`src/rtl/olief_pkg.sv`:
```
`timescale 1ns / 1ps

package olief_pkg;

  localparam int CAPACITY_DEF   = 64;
  localparam int DATA_WIDTH_DEF = 32;

  // Field widths of the stream payloads.
  localparam int OPCODE_W   = 2;
  localparam int POSITION_W = 7;
  localparam int VALUE_W    = 32;
  localparam int STATUS_W   = 2;
  localparam int FIDX_W     = 6;
  localparam int COUNT_W    = 7;

  localparam int IN_TDATA_W  = 48;
  localparam int OUT_TDATA_W = 16;

  typedef enum logic [OPCODE_W-1:0] {
    OP_INSERT = 2'd0,
    OP_ERASE  = 2'd1,
    OP_FIND   = 2'd2,
    OP_NOP    = 2'd3
  } opcode_t;

  typedef enum logic [STATUS_W-1:0] {
    ST_OK    = 2'd0,
    ST_RANGE = 2'd1,
    ST_FULL  = 2'd2
  } status_t;

  typedef enum logic {
    S_IDLE = 1'b0,
    S_FIND = 1'b1
  } state_t;

  // Per-cycle command broadcast to every cell of the row.
  typedef struct packed {
    logic ins;
    logic del;
    logic cmp;
  } cell_ctl_t;

endpackage

```
`src/rtl/olief_cell.sv`:
```
`timescale 1ns / 1ps

module olief_cell #(
  parameter int INDEX      = 0,
  parameter int CNT_W      = 7,
  parameter int DATA_WIDTH = 32
) (
  input  logic                  clk,
  input  olief_pkg::cell_ctl_t  ctl,
  input  logic [CNT_W-1:0]      pos,
  input  logic [CNT_W-1:0]      cnt,
  input  logic [DATA_WIDTH-1:0] word_in,
  input  logic [DATA_WIDTH-1:0] prev_word,
  input  logic [DATA_WIDTH-1:0] next_word,
  output logic [DATA_WIDTH-1:0] word,
  output logic                  match
);
  import olief_pkg::*;

  localparam logic [CNT_W-1:0] MY_IDX = CNT_W'(INDEX);

  logic [DATA_WIDTH-1:0] word_next;
  logic                  live;

  assign live = MY_IDX < cnt;

  always_comb begin
    word_next = word;
    if (ctl.ins) begin
      if (MY_IDX > pos) begin
        word_next = prev_word;
      end else if (MY_IDX == pos) begin
        word_next = word_in;
      end
    end else if (ctl.del) begin
      if (MY_IDX >= pos) begin
        word_next = next_word;
      end
    end
  end

  always_ff @(posedge clk) begin
    word <= word_next;
    if (ctl.cmp) begin
      match <= live && (word == word_in);
    end
  end

endmodule

```
`config.mk`:
```
export PLATFORM = sky130hd
export DESIGN_NAME = olief_cell
export DESIGN_NICKNAME = d
export VERILOG_FILES = /design/src/rtl/olief_pkg.sv /design/src/rtl/olief_cell.sv
export SDC_FILE = /design/constraint.sdc
export NUM_CORES = 1
export LEC_CHECK = 0
export BUFFER_PORTS_ARGS = -buffer_cell sky130_fd_sc_hd__buf_2
export CAP_MARGIN = 20
export CORE_ASPECT_RATIO = 2
export CORE_MARGIN = 2
export CORE_UTILIZATION = 42
export CTS_CLUSTER_DIAMETER = 60
export DETAILED_ROUTE_END_ITERATION = 16
export PLACE_DENSITY_LB_ADDON = 0.12
export SYNTH_ARGS = -nofsm -noshare
export SYNTH_HDL_FRONTEND = slang
export SYNTH_SLANG_ARGS = --single-unit
export TNS_END_PERCENT = 10
```
`constraint.sdc`:
```
create_clock -name clk -period 8.2 [get_ports clk]
set_input_delay 0 -clock clk [delete_from_list [all_inputs] [get_ports clk]]
set_output_delay 0 -clock clk [all_outputs]
set_load 0.05 [all_outputs]
```
==> results.toml <==
[timing]
drv_slew = 0
setup_violations = 0
rsz0062_at_grt = "false"
clock.fmax_mhz = 614
hold_viol = 0
fin_skew_ns = 0.00537
slew_headroom = 0.510
fin_crit_sh = 0.199
finalCriticalPeriod_ns = 1.63
tns_ns = 0
hold_slack_ns = 0.0217
worst_pin_slew_ns = 0.735

[clocking]
clock_tree.buffer_depth = 2
cts_root_buf = "clkbuf_8"
cts-htree-levels = 2
clock_sinks = 33
cts_made_buffers = 5
cts_resized = 0
cts_tree = "done"
clk_pin_slew_worst_paths_ns = 0.07
post_cts_buffers = 0
clock_latency_ns = 0.27

[detailed_routing]
wl_per_cell_um = 14.3
dr.pass1.iters = 4
dr.first_iter.drc_count = 24
drt_wl_total_um = 4120
drc = 0
avgViaCountPerCell = 4.85
ant_nets = 0
vias = 1401

[global_routing]
grt_max_degree = 34
antenna_found_initial = 0
grt_first_pass_wirelength_um = 6100
grt_pass1_vias = 1490
gr-usage-all-layers = 0.172
overflow = 0

[critical_path]
cp-end-kind = "flip-flop"
r2r_end = "match"
critical_path_class = "reg2reg"
cp-start-kind = "flip-flop"
r2r-start = "word[18]"
arrival_ns = 1.71
cp_max_fo = 2
worst_r2r_path_depth = 4
crit_required_ns = 8.28
r2r_slack_ns = 6.57

[finish]
diodes = 0
area.sequential_um2 = 991
final_layout_size_suffix_gt1_frac = 0.671
fillers = 349
area_growth_pct = 40.8
nets = 350
multiInputGateArea_um2 = 771

[hold_path]
hp-start = "next_word[17]"
whs_path_depth = 2
hold_class = "in2reg"
min_to = "word[17]"

[synth]
yosysTopAreaCell = "edfxtp_1"
postSynthCellCount = 117
synthTopCellsByCount = "edfxtp_1, mux2_2, xor2_1"
yosysTopAreaCellShare = 0.559
netlist_top_cells_area = "edfxtp_1, mux2_2, xor2_1"
ys.flop_type = "edfxtp_1"
async_flop_share = 0
syn_nets = 231
yosys_warnings = 0
ys_seq_elements = 33
synth.cell_area_um2 = 1770
synth_edf_count = 33
syn_area_per_cell_um2 = 15.2
ys_seq_area_frac = 0.559
ys_types = 13
yosysMostFrequentCell = "edfxtp_1"

[status]
status = "finished clean"

[place]
gp_congestion = 0.700
port_buffers = 114
place_hpwl_um = 3300

[die]
fp.coreArea_um2 = 4090
die-height_um = 95.9
num_rows = 33
dieArea_um2 = 4790
start_util = 0.434
ios = 147
die_width_um = 50.0

[run]
maxCapViolations = 0

[pwr]
max-vdd-ir-drop_mv = 0.116
p_per_area_nw_per_um2 = 142
leakagePower_uw = 0.00106
-- power breakdown --
| group | total (µW) | internal (µW) | switching [µW] | leakage (µW) |
|---|---|---|---|---|
| logic | 52.5 | 30.3 | 22.2 | 0.000721 |
| clock network | 115 | 58.7 | 56.1 | 0.0000450 |
| registers | 188 | 188 | 0.543 | 0.000299 |
-- sequential cells by signal, summed over array words and instances, names as in the netlist --
name   flops
match      1
word      32
-- cell type report --
| type | instances | share of cell area |
|---|---|---|
| sequential | 33 | 0.397 |
| multi-input combinational | 80 | 0.309 |
| timing repair buffer | 116 | 0.235 |
| clock buffer | 6 | 0.0291 |
| tap | 52 | 0.0261 |
| clock inverter | 2 | 0.00401 |
-- what timing repair did --
item                                   CTS  global route
endpoints found under the hold margin    1             0
hold buffers                             1             0
setup endpoints to repair                0             0
-- how the worst max path moves through the flow --
stage / start / depth (start not counted) / endpoint
5_1_grt: word[18] / 4 / match
3_3_place_gp: ctl[2] / 4 / word[14]
6_report: word[18] / 4 / match
4_1_cts: word[18] / 4 / match
2_1_floorplan: ctl[2] / 4 / word[0]
3_5_place_dp: ctl[2] / 4 / word[2]
-- cells in the final DEF (no fill, tap or decap), types with 2 or more instances in the layout --
| cell | count |
|---|---|
| nor4_1 | 6 |
| nand4_1 | 2 |
| clkinv_2 | 2 |
| nor4_2 | 4 |
| buf_2 | 114 |
| mux2_2 | 32 |
| clkbuf_8 | 5 |
| xnor2_1 | 4 |
| xor2_1 | 28 |
| edfxtp_1 | 33 |
-- metal layers --
metal | share of wire | up-vias | GRT usage
met3 | 0.075 | 10 | 0.0404
met2 | 0.58 | 79 | 0.341
li1 | - | 680 | -
met4 | 0.026 | 0 | 0.0926
met5 | 0 | - | 0
met1 | 0.32 | 632 | 0.152
-- critical path: stages, from the launching register on --
cell       delay (ns)
edfxtp_1         0.40
xor2_1           0.16
nor4_1           0.40
nand4_1          0.18
a2111oi_2        0.30
-- cell families (layout without fill, tap and decap cells) --
| group | after synthesis | after routing | synth area share |
|---|---|---|---|
| AO/OA/AOI/OAI | 2 | 2 | 0.0113 |
| XOR/XNOR | 32 | 32 | 0.158 |
| buffers and inverters | 4 | 124 | 0.0106 |
| flip-flops | 33 | 33 | 0.559 |
| multiplexers | 32 | 32 | 0.203 |
| AND/OR/NAND/NOR | 14 | 14 | 0.0585 |
-- through the flow --
step	instance area (µm²)	util	setup WS [ns]	std cells	power, µW
floorplan	1770	-	4.10	117	219
global placement	2400	0.588	6.45	280	243
detailed placement	2400	0.588	6.39	280	245
CTS	2500	0.611	6.51	289	363
global route	2500	0.611	6.45	289	374
finish	2500	0.611	6.57	289	356
Power figures use the tool's default switching activity.
