==> src/rtl/olief_first.sv <==
`timescale 1ns / 1ps

module olief_first #(
  parameter int N  = 64,
  parameter int IW = 6
) (
  input  logic [N-1:0]  bits,
  output logic          hit,
  output logic [IW-1:0] index
);

  // Scanning from the top down leaves the lowest set bit in index.
  always_comb begin
    index = '0;
    for (int i = N - 1; i >= 0; i--) begin
      if (bits[i]) begin
        index = IW'(i);
      end
    end
  end

  assign hit = |bits;

endmodule

==> config.mk <==
export PLATFORM = sky130hd
export DESIGN_NAME = olief_first
export DESIGN_NICKNAME = d
export VERILOG_FILES = /design/src/rtl/olief_first.sv
export SDC_FILE = /design/constraint.sdc
export NUM_CORES = 1
export LEC_CHECK = 0
export ABC_AREA = 1
export ABC_CLOCK_PERIOD_IN_PS = 3750
export BUFFER_PORTS_ARGS = -buffer_cell sky130_fd_sc_hd__clkbuf_2
export CORE_MARGIN = 2
export CORE_UTILIZATION = 44
export DETAILED_ROUTE_END_ITERATION = 10
export GPL_TIMING_DRIVEN = 1
export PLACE_DENSITY_LB_ADDON = 0.25
export SLEW_MARGIN = 10
export SYNTH_ARGS = -nofsm -noshare
export SYNTH_HDL_FRONTEND = slang
export SYNTH_SLANG_ARGS = --single-unit
==> constraint.sdc <==
create_clock -name vclk -period 3.75
set_clock_uncertainty 0.15 [all_clocks]
set_input_delay 0.375 -clock vclk [all_inputs]
set_output_delay 0.375 -clock vclk [all_outputs]
set_load 0.005 [all_outputs]
==> run summary, run 1 <==
Synth Instances - 235
CTS Hold Bufs - 0
CORE AREA - 2210 um2
Slew Limit Fails - 0
Reg area - 0 um2
Distinct cells, synth - 16
Nature of the critical path startpoint - input pin
First-pass iteration count of the detailed router - 4
Routed wire length per instance - 6.66 um
Number of global-route vias before repair - 1,224
Internal - 66.6 uW
Critical Path Sink - index[0]
Grt total ovfl - 0
Failing checks - setup timing
Area added between synthesis and finish - 44.7%
Nets - 381
Starting Density - 0.463
Initial antenna violation count - 0
Seq pwr share - 0
Worst rel slew slack - 0.697
Ranking of synthesized cells by area - nand2_1, inv_1, nor2_1
Via count - 1,399
Number of DRC markers in iteration 0 - 13
Critical-path top delay cell - buf_2
Syn Nets - 299
Detail Route Antenna Nets - 0
First-pass GRT wire length - 4240 um
Row cnt - 17
Via/cell ratio - 4.08
Width of the chip - 52.3 um
Endpoints failing hold - 0
Worst setup EP type - output port
Max-Cap Viols - 0
Critical path fanouts, max - 2
Fraction of layout cells with a size suffix above 1 - 0.289
Clock power share - 0
Hold Crit Class - input pin to output port
GRT Overall Usage - 0.186
Final WS setup - -283 ps
Avg Cell Area, Syn - 4.36 um2
CP max stage delay - 120 ps
Sw power - 54.2 uW
Final core utilization - 0.670
Worst Setup SP - bits[62]
Sw Share - 0.448
Largest net degree at the start of global routing - 4
Crit path time final - 4030 ps
Ys Warns - 0
Post-synth top area cell - nand2_1
Setup_tns - -283 ps
Placer Congestion - 0.696
Die Ht - 52.3 um
Most frequent cells in the layout - nand2_1, clkbuf_2, inv_1, nor2_1, buf_4
Sequential area share after synthesis - 0
Fin crit share - 1.08
RSZ-0062 raised after global routing - true
Commonest non-fill, non-tap cell in the layout - nand2_1
Comb pwr share - 1.000
Yosys top cell area share - 0.366
Cell Pwr Density - 81.5 nW/um2
Most common cell type on the critical path - nand2_1
Hpwl dp - 2200 um
WP data arrival - 3510 ps
VDD IR max - 0.0533 mV
Worst-Margin Slew - 450 ps
DRC viols - 0
Routed WL - 2280 um
Seq_cells - 0
Setup slack at placement - -349 ps
Outcome - complete, but fails checks
Die area - 2730 um2
CLK BUF - 0
Synth Cell Area - 1020 um2
CP required - 3220 ps
Final setup viols - 1
Pleak - 0.00105 uW
I/O pins - 71
Type of the worst setup path - input pin to output port
ANT cells - 0
Max Freq - 248 MHz
PortBufs - 71
[synthesized netlist by cell type]
cell type / number
nand2_1: 100
inv_1: 59
nor2_1: 44
bufinv_8: 7
nand3_1: 6
a21oi_1: 4
inv_2: 3
nor3_1: 2
nor4_1: 2
o21ai_0: 2
a211oi_1: 1
a21oi_2: 1
a311oi_1: 1
a31oi_1: 1
o21bai_1: 1
o31ai_1: 1
[worst max-delay path: cells and delay by family]
family	cells	cell delay (ps)
compound gates	1	110
buf+inv	3	250
simple gates	61	2820
[final cells by class]
cell class	instances	area, um2
multi-input combinational	166	669
timing repair buffer	80	423
fill	246	729
tap	28	35.0
inverter	69	355
[metal layers]
layer | routed length [um] | part of all wire | vias to the layer above | global-route usage
li1 | - | - | 836 | -
met1 | 1040 | 0.46 | 529 | 0.218
met2 | 1120 | 0.49 | 34 | 0.388
met3 | 121 | 0.053 | 0 | 0.00571
met4 | 0 | 0 | 0 | 0
met5 | 0 | 0 | - | 0
[what timing repair did]
item                                    CTS  global route
gates resized for setup                   0             1
setup buffers                             0             0
endpoints found under the setup margin    1             1
[per-stage QoR]
stage	cells	instance area [um2]	power [uW]	hold slack, ps
floorplan	235	1020	65.1	618
global placement	343	1480	119	845
detailed placement	343	1480	122	851
CTS	343	1480	122	852
global route	343	1480	141	884
finish	343	1480	121	856
[power groups by stage]
| stage | combinational (uW) | sequential (uW) | clock, uW |
|---|---|---|---|
| final | 121 | 0 | 0 |
| after global routing | 141 | 0 | 0 |
| after CTS | 122 | 0 | 0 |
| after detailed placement | 122 | 0 | 0 |
| after global placement | 119 | 0 | 0 |
| after floorplan | 65.1 | 0 | 0 |
[kinds of logic after synthesis]
kind of cell | count (synthesis) | synth area share
AOI/OAI and AO/OA | 12 | 0.0745
and+or+nand+nor | 154 | 0.579
buffers and inverters | 69 | 0.347
[worst min path at each step]
| stage | start | endpoint | slack, ps | cells past startpoint |
|---|---|---|---|---|
| 2_1_floorplan | bits[0] | index[0] | 620 | 1 |
| 3_3_place_gp | bits[0] | index[0] | 840 | 3 |
| 3_5_place_dp | bits[0] | index[0] | 850 | 3 |
| 4_1_cts | bits[0] | index[0] | 850 | 3 |
| 5_1_grt | bits[1] | index[1] | 880 | 3 |
| 6_report | bits[1] | index[1] | 860 | 3 |
Power figures use the tool's default switching activity.
==> run 2, diff against run 1 <==
- RECOVER_POWER: not set -> 50
==> run 2 against run 1 <==
The run still ends with setup timing left. Sequential share of layout area is the same. Sequential cell count unchanged. Final area fell by 0.17%. First-iteration DRC count grew 15%. Via count about the same. Worst setup slack about the same. Hold slack is the same. Combinational power about the same. Maximum frequency hardly changed. Critical endpoint unchanged. Largest power group unchanged. Highest routed layer unchanged.
==> run summary, run 2 (synthesis gave the netlist of run 1 again) <==
Outcome - complete, but fails checks
Failing checks - setup timing
First-pass iteration count of the detailed router - 4 (unchanged)
Final setup viols - 1 (unchanged)
Nets - 381 (unchanged)
RSZ-0062 raised after global routing - true
Grt total ovfl - 0 (unchanged)
Row cnt - 17 (unchanged)
Area added between synthesis and finish - 44.4%
Die Ht - 52.3 um (unchanged)
GRT Overall Usage - 0.186 (unchanged)
Fin crit share - 1.08 (about the same)
WP data arrival - 3510 ps (about the same)
Type of the worst setup path - input pin to output port
Die area - 2730 um2 (unchanged)
Fraction of layout cells with a size suffix above 1 - 0.283 (-0.00635)
Via count - 1,398 (-0.071%)
Reg area - 0 um2 (unchanged)
Worst setup EP type - output port
Detail Route Antenna Nets - 0 (unchanged)
Slew Limit Fails - 0 (unchanged)
I/O pins - 71 (unchanged)
Initial antenna violation count - 0 (unchanged)
DP Cell Count - 343 (unchanged)
Routed WL - 2290 um (+0.18%)
DRC viols - 0 (unchanged)
Width of the chip - 52.3 um (unchanged)
Setup_tns - -283 ps (-0.180 ps)
CP max stage delay - 120 ps (about the same)
Hold Crit Class - input pin to output port
First-pass GRT wire length - 4240 um (unchanged)
Commonest non-fill, non-tap cell in the layout - nand2_1
Endpoints failing hold - 0 (unchanged)
Worst-Margin Slew - 450 ps (unchanged)
PortBufs - 71 (unchanged)
Routed wire length per instance - 6.67 um (+0.18%)
Number of DRC markers in iteration 0 - 15 (+2)
Worst rel slew slack - 0.697 (unchanged)
Clock power share - 0 (unchanged)
Max-Cap Viols - 0 (unchanged)
Critical-path top delay cell - buf_2
Most frequent cells in the layout - nand2_1, clkbuf_2, inv_1, nor2_1, buf_4
Sw Share - 0.449 (about the same)
CLK BUF - 0 (unchanged)
Seq pwr share - 0 (unchanged)
Starting Density - 0.463 (unchanged)
Sw power - 54.2 uW (about the same)
Max Freq - 248 MHz (about the same)
Most common cell type on the critical path - nand2_1
Final WS setup - -283 ps (-0.180 ps)
Comb pwr share - 1.000 (about the same)
Final Non-Filler Cells - 343 (unchanged)
Placer Congestion - 0.696 (unchanged)
Cell Pwr Density - 81.6 nW/um2 (+0.18%)
Fillers - 248 (+0.81%)
Hpwl dp - 2200 um (unchanged)
ANT cells - 0 (unchanged)
CTS Hold Bufs - 0 (unchanged)
Via/cell ratio - 4.08 (about the same)
Number of global-route vias before repair - 1,224 (unchanged)
CORE AREA - 2210 um2 (unchanged)
VDD IR max - 0.0533 mV (unchanged)
Final core utilization - 0.669 (-0.00113)
Seq_cells - 0 (unchanged)
Critical path fanouts, max - 2 (unchanged)
Pleak - 0.00105 uW (-0.66%)
Largest net degree at the start of global routing - 4 (unchanged)
Nature of the critical path startpoint - input pin
CP required - 3220 ps (about the same)
Crit path time final - 4030 ps (+0.180 ps)
Internal - 66.6 uW (about the same)
## run 2: cell count changes in the layout (fill, tap and decap cells not counted)
| cell | delta |
|---|---|
| clkbuf_1 | +2 |
| clkbuf_2 | -2 |
## run 2: critical path, delay by kind of cell
family	cells	cell delay [ps]
AOI/OAI and AO/OA	1	110
buffers and inverters	3	250
and+or+nand+nor	61	2810
## run 2: area by class of cell
| type | count | area [um2] | area share |
|---|---|---|---|
| Inverter | 69 | 355 | 0.240 |
| Multi-Input combinational cell | 166 | 669 | 0.452 |
| Tap cell | 28 | 35.0 | 0.0237 |
| Timing Repair Buffer | 80 | 420 | 0.284 |
## run 2: path summary, 6_finish.rpt
kind | from | to | depth (start not counted)
max | bits[62] | index[0] | 65
min | bits[1] | index[1] | 3
## run 2: metrics by stage
stage                     instance area [um2]  setup slack (ps)  hold WS, ps  total power (uW)
after global placement                   1480              -289          845               119
after detailed placement                 1480              -349          851               122
after floorplan                          1020               154          618              65.1
after global routing                     1480             -1150          884               141
final                                    1480              -283          856               121
after CTS                                1480              -354          852               122
## run 2: routing by layer
layer,GRT usage,up-vias,part of all wire
met5,0,-,0
met4,0,0,0
met3,0.00571,0,0.053
met2,0.388,34,0.49
met1,0.218,528,0.46
li1,-,836,-
## run 2: power by group through the flow
stage / clock (uW) / combinational [uW] / sequential, uW
floorplan: 0 / 65.1 / 0
global placement: 0 / 119 / 0
detailed placement: 0 / 122 / 0
CTS: 0 / 122 / 0
global route: 0 / 141 / 0
finish: 0 / 121 / 0
## run 2: what timing repair did
item | in CTS | in global routing
resized for setup | 0 | 1
buffers inserted | 0 | 0
setup endpoints to repair | 1 | 1
